--- config.mk ---
export PLATFORM = sky130hd
export DESIGN_NAME = sorted_clause_subsumption_check
export DESIGN_NICKNAME = d
export VERILOG_FILES = /design/src/rtl/scs_pkg.sv /design/src/rtl/scs_ram.sv /design/src/rtl/sorted_clause_subsumption_check.sv
export VERILOG_INCLUDE_DIRS = /design/src /design/src/rtl
export SDC_FILE = /design/constraint.sdc
export NUM_CORES = 1
export LEC_CHECK = 0
export BUFFER_PORTS_ARGS = -buffer_cell sky130_fd_sc_hd__buf_4
export CAP_MARGIN = 20
export CORE_UTILIZATION = 50
export DETAILED_ROUTE_END_ITERATION = 6
export GPL_ROUTABILITY_DRIVEN = 0
export GPL_TIMING_DRIVEN = 0
export PLACE_DENSITY_LB_ADDON = 0.25
export SYNTH_ARGS = -nofsm -noshare
export SYNTH_HDL_FRONTEND = slang
export SYNTH_HIERARCHICAL = 1
export SYNTH_SLANG_ARGS = --single-unit
--- constraint.sdc ---
create_clock -name clk_i -period 8.25 [get_ports clk_i]
set_input_delay 2.475 -clock clk_i [delete_from_list [all_inputs] [get_ports clk_i]]
set_output_delay 2.475 -clock clk_i [all_outputs]
set_load 0.005 [all_outputs]
--- src/rtl/sorted_clause_subsumption_check_assert.svh ---
// ============================================================================
// Assertion macros for the sorted clause subsumption check
// Shared concurrent assertion forms, clocked on clk_i and disabled in reset.
// ============================================================================
`ifndef SORTED_CLAUSE_SUBSUMPTION_CHECK_ASSERT_SVH
`define SORTED_CLAUSE_SUBSUMPTION_CHECK_ASSERT_SVH

// The expression holds at every clock edge outside reset.
`define SCS_ASSERT_ALWAYS(lbl, expr, msg) \
  lbl: assert property (@(posedge clk_i) disable iff (!rst_ni) (expr)) \
    else $error(msg);

// The consequent holds in the same cycle as the antecedent.
`define SCS_ASSERT_IMPLY(lbl, ante, cons, msg) \
  lbl: assert property (@(posedge clk_i) disable iff (!rst_ni) (ante) |-> (cons)) \
    else $error(msg);

// The consequent holds in the cycle after the antecedent.
`define SCS_ASSERT_NEXT(lbl, ante, cons, msg) \
  lbl: assert property (@(posedge clk_i) disable iff (!rst_ni) (ante) |=> (cons)) \
    else $error(msg);

`endif

--- src/rtl/scs_pkg.sv ---
// ============================================================================
// Sorted clause subsumption check package
// Operation codes of the input channel.
// ============================================================================
package scs_pkg;

  localparam int unsigned OpWidth = 2;

  typedef enum logic [OpWidth-1:0] {
    OP_LOAD = 2'd0,
    OP_TEST = 2'd1,
    OP_END  = 2'd2
  } op_e;

endpackage

--- src/rtl/scs_ram.sv ---
// ============================================================================
// Generic single-port-write RAM
// One write port and one read port with a registered read.
// ============================================================================
module scs_ram #(
  parameter int unsigned WIDTH = 21,
  parameter int unsigned DEPTH = 64,
  localparam int unsigned AddrW = (DEPTH > 1) ? $clog2(DEPTH) : 1
) (
  input  logic             clk_i,
  input  logic             we_i,
  input  logic [AddrW-1:0] waddr_i,
  input  logic [WIDTH-1:0] wdata_i,
  input  logic             re_i,
  input  logic [AddrW-1:0] raddr_i,
  output logic [WIDTH-1:0] rdata_o
);

  logic [WIDTH-1:0] mem_q [DEPTH];
  logic [WIDTH-1:0] rdata_q;

  always_ff @(posedge clk_i) begin
    if (we_i) begin
      mem_q[waddr_i] <= wdata_i;
    end
    if (re_i) begin
      rdata_q <= mem_q[raddr_i];
    end
  end

  assign rdata_o = rdata_q;

endmodule

--- src/rtl/sorted_clause_subsumption_check.sv ---
// A load or end transfer does not enter the scan state. A test transfer starts a scan of the
// stored literals, in which a single signed comparator checks one stored literal per cycle
// against the registered read port of the clause memory; the scan ends on an equal literal,
// on a larger one or when it runs off the end of the list, and a test after a failure or
// with the pointer already at the end does not scan. The input is stalled until the scan
// ends. A result is held in an output register, and the input is also stalled while that
// register holds a result that the receiver is stalling. There is no clearing pass after
// reset: only entries below the stored count are ever read.
// ============================================================================
// Sorted clause subsumption check
// Stores a sorted weaker clause and tests a sorted stronger clause against it
// one literal at a time with a forward scan pointer.
// ============================================================================
module sorted_clause_subsumption_check #(
  parameter int unsigned MAX_CLAUSE_LEN = 64,
  parameter int unsigned LIT_WIDTH      = 21
) (
  input  logic                        clk_i,
  input  logic                        rst_ni,
  input  logic                        in_valid_i,
  output logic                        in_stall_o,
  input  logic [scs_pkg::OpWidth-1:0] operation_i,
  input  logic signed [LIT_WIDTH-1:0] literal_i,
  input  logic                        last_i,
  output logic                        out_valid_o,
  input  logic                        out_stall_i,
  output logic                        is_subset_o,
  output logic                        overflowed_o
);

  localparam int unsigned CntW  = $clog2(MAX_CLAUSE_LEN + 1);
  localparam int unsigned AddrW = (MAX_CLAUSE_LEN > 1) ? $clog2(MAX_CLAUSE_LEN) : 1;
  localparam logic [CntW-1:0] MaxCnt = CntW'(MAX_CLAUSE_LEN);

  localparam logic StIdle = 1'b0;
  localparam logic StScan = 1'b1;

  logic                        state_q, state_d;
  logic [CntW-1:0]             count_q, count_d;
  logic [CntW-1:0]             ptr_q, ptr_d;
  logic                        failed_q, failed_d;
  logic                        ovf_q, ovf_d;
  logic                        start_q, start_d;
  logic signed [LIT_WIDTH-1:0] lit_q, lit_d;
  logic                        out_valid_q, out_valid_d;
  logic                        subset_q, subset_d;
  logic                        ovf_out_q, ovf_out_d;

  logic                        in_acc;
  logic [CntW-1:0]             cnt_eff;
  logic [CntW-1:0]             ptr_next;
  logic                        ram_we;
  logic                        ram_re;
  logic [AddrW-1:0]            ram_waddr;
  logic [AddrW-1:0]            ram_raddr;
  logic [LIT_WIDTH-1:0]        ram_rdata;
  logic signed [LIT_WIDTH-1:0] ram_lit;

  scs_ram #(
    .WIDTH(LIT_WIDTH),
    .DEPTH(MAX_CLAUSE_LEN)
  ) u_store (
    .clk_i  (clk_i),
    .we_i   (ram_we),
    .waddr_i(ram_waddr),
    .wdata_i(literal_i),
    .re_i   (ram_re),
    .raddr_i(ram_raddr),
    .rdata_o(ram_rdata)
  );

  assign ram_lit    = $signed(ram_rdata);
  assign in_stall_o = (state_q != StIdle) || (out_valid_q && out_stall_i);
  assign in_acc     = in_valid_i && !in_stall_o;
  assign cnt_eff    = start_q ? '0 : count_q;
  assign ptr_next   = ptr_q + 1'b1;
  assign ram_waddr  = cnt_eff[AddrW-1:0];

  always_comb begin
    state_d     = state_q;
    count_d     = count_q;
    ptr_d       = ptr_q;
    failed_d    = failed_q;
    ovf_d       = ovf_q;
    start_d     = start_q;
    lit_d       = lit_q;
    out_valid_d = out_valid_q;
    subset_d    = subset_q;
    ovf_out_d   = ovf_out_q;
    ram_we      = 1'b0;
    ram_re      = 1'b0;
    ram_raddr   = ptr_q[AddrW-1:0];

    if (out_valid_q && !out_stall_i) begin
      out_valid_d = 1'b0;
    end

    case (state_q)
      StIdle: begin
        if (in_acc) begin
          case (scs_pkg::op_e'(operation_i))
            scs_pkg::OP_LOAD: begin
              if (start_q) begin
                ptr_d    = '0;
                failed_d = 1'b0;
                ovf_d    = 1'b0;
              end
              count_d = cnt_eff;
              if (cnt_eff < MaxCnt) begin
                ram_we  = 1'b1;
                count_d = cnt_eff + 1'b1;
              end else begin
                ovf_d = 1'b1;
              end
              start_d = last_i;
            end
            scs_pkg::OP_TEST: begin
              if (!failed_q) begin
                if (ptr_q == count_q) begin
                  failed_d = 1'b1;
                end else begin
                  ram_re  = 1'b1;
                  lit_d   = literal_i;
                  state_d = StScan;
                end
              end
            end
            scs_pkg::OP_END: begin
              out_valid_d = 1'b1;
              subset_d    = !failed_q;
              ovf_out_d   = ovf_q;
              ptr_d       = '0;
              failed_d    = 1'b0;
            end
            default: begin
            end
          endcase
        end
      end
      StScan: begin
        if (ram_lit < lit_q) begin
          ptr_d = ptr_next;
          if (ptr_next == count_q) begin
            failed_d = 1'b1;
            state_d  = StIdle;
          end else begin
            ram_re    = 1'b1;
            ram_raddr = ptr_next[AddrW-1:0];
          end
        end else if (ram_lit == lit_q) begin
          ptr_d   = ptr_next;
          state_d = StIdle;
        end else begin
          failed_d = 1'b1;
          state_d  = StIdle;
        end
      end
      default: begin
        state_d = StIdle;
      end
    endcase
  end

  always_ff @(posedge clk_i or negedge rst_ni) begin
    if (!rst_ni) begin
      state_q     <= StIdle;
      count_q     <= '0;
      ptr_q       <= '0;
      failed_q    <= 1'b0;
      ovf_q       <= 1'b0;
      start_q     <= 1'b1;
      out_valid_q <= 1'b0;
    end else begin
      state_q     <= state_d;
      count_q     <= count_d;
      ptr_q       <= ptr_d;
      failed_q    <= failed_d;
      ovf_q       <= ovf_d;
      start_q     <= start_d;
      out_valid_q <= out_valid_d;
    end
  end

  always_ff @(posedge clk_i) begin
    lit_q     <= lit_d;
    subset_q  <= subset_d;
    ovf_out_q <= ovf_out_d;
  end

  assign out_valid_o  = out_valid_q;
  assign is_subset_o  = subset_q;
  assign overflowed_o = ovf_out_q;

`include "sorted_clause_subsumption_check_assert.svh"

  `SCS_ASSERT_ALWAYS(a_ptr_in_range, ptr_q <= count_q, "Scan pointer passed the stored count.")
  `SCS_ASSERT_IMPLY(a_scan_ptr, state_q == StScan, ptr_q < count_q, "Scan read past the list.")
  `SCS_ASSERT_IMPLY(a_scan_not_failed, state_q == StScan, !failed_q, "Scan after a failure.")
  `SCS_ASSERT_IMPLY(a_ovf_full, ovf_q, count_q == MaxCnt, "Overflow with room in the store.")
  `SCS_ASSERT_NEXT(a_end_rearms, in_acc && operation_i == scs_pkg::OP_END,
                   !failed_q && ptr_q == '0, "End did not rearm the scan.")

endmodule
**After elaboration in Yosys (flattened, before gate mapping)**

Memory sizes are Yosys's and may differ from the RTL's. A register that Yosys moved wholly into a read port is not among the register bits.
Cells that the tools add are included.

- Reductions and logical operators: 14
- Equality and inequality tests: 13
- Order comparisons: 2
- Add/sub/neg operators: 2
- Mux-type cells: 38
- Bitwise operators: 3

Operators with widths:

| kind | count |
|---|---|
| $mux W7 | 6 |
| $pmux W7 S2 | 2 |
| $mux W1 | 24 |
| $eq A21 B21 Y1 | 1 |
| $lt A21 B21 Y1 | 1 |
| $mux W6 | 3 |
| $add A7 B1 Y7 const B | 2 |
| $eq A7 B7 Y1 | 2 |
| $reduce_and A5 Y1 | 2 |
| $reduce_and A4 Y1 | 2 |
| $lt A7 B7 Y1 const B | 1 |
| $ne A3 B1 Y1 const B | 2 |
| $ne A3 B3 Y1 const B | 2 |
| $reduce_and A3 Y1 | 2 |
| $ne A2 B2 Y1 const B | 2 |
| $ne A4 B1 Y1 const B | 1 |
| $pmux W1 S2 | 2 |
| $logic_and A1 B1 Y1 | 3 |
| $logic_not A1 Y1 | 3 |
| $ne A3 B2 Y1 const B | 1 |
| $not A1 Y1 | 3 |
| $pmux W1 S3 | 1 |
| $eq A2 B1 Y1 const B | 1 |
| $eq A2 B2 Y1 const B | 1 |
| other kinds (2) | 2 |

- Memory bits (writable): 1,344
- Memories kept: 1
- Output and inout bits: 4
- Input port bits: 28
- Word-level logic and storage cells: 83
- Register bits after elaboration: 42

Memory list:

| name | depth | bits a word | read ports | clocked after memory_dff | write ports | RTL line | RTL |
|---|---|---|---|---|---|---|---|
| u_store.mem_q | 64 | 21 | 1 | 1 | 1 | scs_ram.sv:19 | `logic [WIDTH-1:0] mem_q [DEPTH];` |

**Logic depth before layout (Yosys ltp)**

- Depth after elaboration: 8
- Depth in mapped cells: 18
- Mapped depth without buffers: 14

**Hierarchy**

Netlist, hierarchy kept.

Modules (own cells, without submodules):

| module | cells an instance | instances | area an instance (sq um) |
|---|---|---|---|
| scs_ram | 2,190 | 1 | 51,927.3 |
| sorted_clause_subsumption_check | 262 | 1 | 2,667.6 |

**Least setup slack after synthesis**

No wires, ideal clock.

- Path type: in2reg
- Start: in out_stall_i
- End: reg u_store.rdata_q[0], in the netlist u_store/rdata_o[0] (read register of u_store.mem_q), enable pin
- Data arrival time: 5.744 ns
- Data required time: 7.891 ns
- Stages: 4
- Slack: 2.147 ns
- Cells stage by stage: a21oi_1 nand2_1 nor4b_1 a31o_2

- Longest elaborated chain between the ends: 6

Ends and longest elaborated chain:

| what | RTL line | RTL |
|---|---|---|
| start: declaration | sorted_clause_subsumption_check.sv:26 | `input logic out_stall_i,` |
| $logic_and A1 B1 Y1 | sorted_clause_subsumption_check.sv:73 | `assign in_stall_o = (state_q != StIdle) \|\| (out_valid_q && out_stall_i);` |
| $logic_or A1 B1 Y1 | sorted_clause_subsumption_check.sv:73 |  |
| $logic_not A1 Y1 | sorted_clause_subsumption_check.sv:74 | `assign in_acc = in_valid_i && !in_stall_o;` |
| $logic_and A1 B1 Y1 | sorted_clause_subsumption_check.sv:74 |  |
| $mux W1 | sorted_clause_subsumption_check.sv:100 | `if (in_acc) begin` |
| $pmux W1 S2 | sorted_clause_subsumption_check.sv:98 | `case (state_q)` |
| net ram_re | sorted_clause_subsumption_check.sv:53 | `logic ram_re;` |
| end: declaration | scs_ram.sv:20 | `logic [WIDTH-1:0] rdata_q;` |

The timed path passes the listed nets, and every way through them passes these cells.
A chain may end at the register's enable or synchronous reset.

**Worst setup path in the final report**

- Start: reg u_store.rdata_q[12], in the netlist u_store/rdata_o[12] (read register of u_store.mem_q)
- End: reg u_store.rdata_q[13], in the netlist u_store/rdata_o[13] (read register of u_store.mem_q) (data pin)

- Longest elaborated chain between the ends: 3
- Elaborated cells between the ends (all ways): 5
- Those cells by class: order compare: 1; mux: 4

Ends and longest elaborated chain:

| what | RTL line | RTL |
|---|---|---|
| $lt A21 B21 Y1 | sorted_clause_subsumption_check.sv:141 | `if (ram_lit < lit_q) begin` |
| $mux W6 | sorted_clause_subsumption_check.sv:141 |  |
| $mux W6 | sorted_clause_subsumption_check.sv:98 |  |
| net ram_raddr[2] | sorted_clause_subsumption_check.sv:55 | `logic [AddrW-1:0] ram_raddr;` |

The timed path passes the listed nets, and every way through them passes these cells.

==> flow_results.xml <==
<?xml version="1.0" encoding="UTF-8"?>
<metrics>
  <group name="grt">
    <metric name="grt_start_max_net_pins" unit="">66</metric>
    <metric name="grt_pass1_vias" unit="">27000</metric>
    <metric name="grt_first_pass_wirelength" unit="um">194000</metric>
    <metric name="total_track_usage" unit="%">24.9</metric>
    <metric name="global_route.overflow_total" unit="">0</metric>
    <metric name="antenna_found_initial" unit="">4</metric>
  </group>
  <group name="run">
    <metric name="max-cap-violations" unit="">0</metric>
  </group>
  <group name="clocking">
    <metric name="post_cts.repair.setup_buffers" unit="">0</metric>
    <metric name="clock_latency" unit="ns">0.76</metric>
    <metric name="clkSlewWorstSetupHoldPaths" unit="ns">0.06</metric>
    <metric name="cts_resized" unit="">0</metric>
    <metric name="cts_buffers" unit="">141</metric>
    <metric name="cts_tree" unit="">done</metric>
    <metric name="clock-sinks" unit="">1407</metric>
    <metric name="clockRootBuffer" unit="">clkbuf_16</metric>
    <metric name="cts_hold_buffers" unit="">0</metric>
    <metric name="cts-root-to-sink-buffers" unit="">3</metric>
    <metric name="htreeDepth" unit="">4</metric>
  </group>
  <group name="critical_path">
    <metric name="reg2reg_slack" unit="ns">1.11</metric>
    <metric name="setup.worst_path.end" unit="">u_store/rdata_o[13]</metric>
    <metric name="setup.worst_path.start" unit="">u_store/rdata_o[12]</metric>
    <metric name="critPathArrivalTime" unit="ns">7.58</metric>
    <metric name="critical_path.max_fanout" unit="">10</metric>
    <metric name="worst_setup_path_end_kind" unit="">flip-flop</metric>
    <metric name="cp_data_required_time" unit="ns">8.69</metric>
    <metric name="crit_path_start_kind" unit="">flip-flop</metric>
    <metric name="criticalPathCategory" unit="">flip-flop to flip-flop</metric>
    <metric name="worstReg2RegEnd" unit="">u_store/rdata_o[13]</metric>
    <metric name="timing.reg2reg.worst_path_depth" unit="">15</metric>
    <metric name="critical_path.reg2reg.startpoint" unit="">u_store/rdata_o[12]</metric>
  </group>
  <group name="floorplanning">
    <metric name="die-area" unit="sq um">111000</metric>
    <metric name="die-width" unit="um">332</metric>
    <metric name="core.rowCount" unit="">120</metric>
    <metric name="io-pin-count" unit="">32</metric>
    <metric name="core_area" unit="sq um">108000</metric>
    <metric name="die_h" unit="um">332</metric>
    <metric name="floorplan.initialDensity" unit="%">50.7</metric>
  </group>
  <group name="route">
    <metric name="dr_total_vias" unit="">26900</metric>
    <metric name="drt-wirelength-per-cell" unit="um">32.5</metric>
    <metric name="detail_route.drc_violations" unit="">0</metric>
    <metric name="wirelength" unit="um">136000</metric>
    <metric name="drt_pass1_iterations" unit="">5</metric>
    <metric name="drt_iter0_drc" unit="">3288</metric>
    <metric name="antenna_violating_nets_post_route" unit="">0</metric>
    <metric name="via_per_inst" unit="">6.43</metric>
  </group>
  <group name="yosys">
    <metric name="asyncSetResetFlopFracSynth" unit="%">1.35</metric>
    <metric name="post_synth_inst_count" unit="">2452</metric>
    <metric name="ys_warn_count" unit="">6</metric>
    <metric name="ys_seq_elements" unit="">1407</metric>
    <metric name="postSynthNetCount" unit="">2503</metric>
    <metric name="synth.avg_cell_area" unit="sq um">22.3</metric>
    <metric name="synth-edff-count" unit="">1388</metric>
    <metric name="synth.yosys.seq_area_share" unit="%">77.2</metric>
    <metric name="mappedNetlistArea" unit="sq um">54600</metric>
    <metric name="synth_top_flop_cell" unit="">edfxtp_1</metric>
    <metric name="synth_cell_types" unit="">67</metric>
  </group>
  <group name="pwr">
    <metric name="p_per_area" unit="nW/um^2">315</metric>
    <metric name="irDropWorstVdd" unit="mV">0.229</metric>
    <metric name="power.total" unit="mW">19.6</metric>
    <metric name="p_leak" unit="nW">19.1</metric>
  </group>
  <group name="worst_hold_path">
    <metric name="hold_depth" unit="">0</metric>
    <metric name="min_delay_path_class" unit="">flip-flop to flip-flop</metric>
  </group>
  <group name="sta">
    <metric name="achievable-frequency" unit="GHz">0.140</metric>
    <metric name="slew_headroom" unit="%">21.7</metric>
    <metric name="finalSetupViolCount" unit="">0</metric>
    <metric name="rsz0062_at_grt" unit="">no</metric>
    <metric name="report.final.hold_viol_count" unit="">0</metric>
    <metric name="setup_tns" unit="ns">0</metric>
    <metric name="finalWorstPathRequiredPeriod" unit="ns">7.14</metric>
    <metric name="worst_slew_pin_slew" unit="ns">1.16</metric>
    <metric name="final.period_utilization" unit="%">86.5</metric>
    <metric name="post-route-worst-setup-slack" unit="ns">1.11</metric>
    <metric name="final.hold.worst_slack" unit="ns">0.454</metric>
    <metric name="clock_skew" unit="ns">0.0232</metric>
    <metric name="maxSlewViolCount" unit="">0</metric>
  </group>
  <group name="final_layout">
    <metric name="final_cell_count_no_fill" unit="">4188</metric>
    <metric name="layout.nets" unit="">2725</metric>
    <metric name="layout.cells.most_common_list" unit="">edfxtp_1 (1388), mux4_2 (356), clkbuf_16 (142), clkbuf_1 (77), buf_4 (61)</metric>
    <metric name="syn_to_final_growth" unit="%">13.9</metric>
    <metric name="mostFrequentLayoutCell" unit="">edfxtp_1</metric>
    <metric name="drive_above_1_share" unit="%">28.3</metric>
  </group>
  <group name="place">
    <metric name="place_ws" unit="ns">1.32</metric>
    <metric name="buffer_ports.inserted" unit="">31</metric>
    <metric name="dp_hpwl" unit="um">85800</metric>
    <metric name="dp.cells" unit="">3933</metric>
  </group>
  <group name="run_status">
    <metric name="run_status" unit="">finished clean</metric>
  </group>
</metrics>
==> cell type report <==
type                    count  area (sq um)
multi-input cells         889         12000
fillers                  7599         45500
clock buffers             164          3670
inverters                  31           116
repair buffers             79          1010
plain buffers             125           644
flip-flops and latches   1407         42200
well taps                1403          1760
clock inverters            89           886
diodes                      1          2.50
==> flip-flops by register name, summed over array words and instances, names as in the netlist, 7 cells and up <==
name and flops:
u_store/rdata_o 21, u_store/mem_q 1344, ptr_q 7, count_q 7
lit_q 21
==> synthesized netlist by cell type (23+ instances only) <==
| cell type | count | area (sq um) |
|---|---|---|
| mux4_2 | 356 | 8020 |
| nor2_1 | 87 | 327 |
| inv_1 | 31 | 116 |
| o21ai_0 | 32 | 160 |
| buf_2 | 26 | 130 |
| ha_1 | 23 | 288 |
| o221ai_1 | 34 | 298 |
| nor2b_1 | 34 | 213 |
| clkbuf_1 | 58 | 218 |
| buf_4 | 28 | 210 |
| edfxtp_1 | 1388 | 41700 |
| a21oi_1 | 34 | 170 |
| mux2i_1 | 51 | 510 |
| nand2_1 | 30 | 113 |
==> per-stage QoR <==
stage	cell area (sq um)	utilization, %
final	62200	57.8
after global routing	62200	57.8
after CTS	62200	57.8
after detailed placement	57600	53.5
after global placement	56600	52.6
after floorplan	54600	-
==> logic make-up after synthesis <==
logic type | Yosys count | synth area share (%)
fa+ha+maj | 23 | 0.527
simple gates | 235 | 2.27
flops | 1407 | 77.2
xor+xnor | 16 | 0.257
mux | 418 | 15.9
buf+inv | 156 | 1.39
compound gates | 197 | 2.47
==> power breakdown <==
part	internal, mW	leakage (nW)	switching [mW]
registers	8.00	12.7	0.0530
clock network	3.64	2.23	2.66
logic	2.33	4.11	2.94
==> critical path: stages, from the launching register on <==
cell and delay [ns]:
edfxtp_1 0.43, ha_1 0.34, a21oi_1 0.18, o21ai_0 0.11, a2111o_1 0.45, o41ai_1 0.48
nand4_2 0.33, nor2_1 0.20, xnor2_1 0.16, buf_2 0.35, buf_1 0.89, buf_2 0.51
clkbuf_1 0.88, mux4_2 0.52, o21ai_0 0.77, o31ai_1 0.19
==> routing by layer <==
metal  track usage [%]  up-vias  part of all wire [%]
li1                  -    10900                     -
met1              35.5    14500                    40
met2              38.9     1357                    48
met3              4.95      214                   9.1
met4              8.63        2                   3.1
met5                 0        -                0.0095
==> how the worst min path moves through the flow <==
stage           from           end
5_1_grt        ovf_q  overflowed_o
3_3_place_gp   ovf_q  overflowed_o
2_1_floorplan  ovf_q  overflowed_o
6_report       ovf_q  overflowed_o
4_1_cts        ovf_q  overflowed_o
3_5_place_dp   ovf_q  overflowed_o
Power figures use the tool's default switching activity.
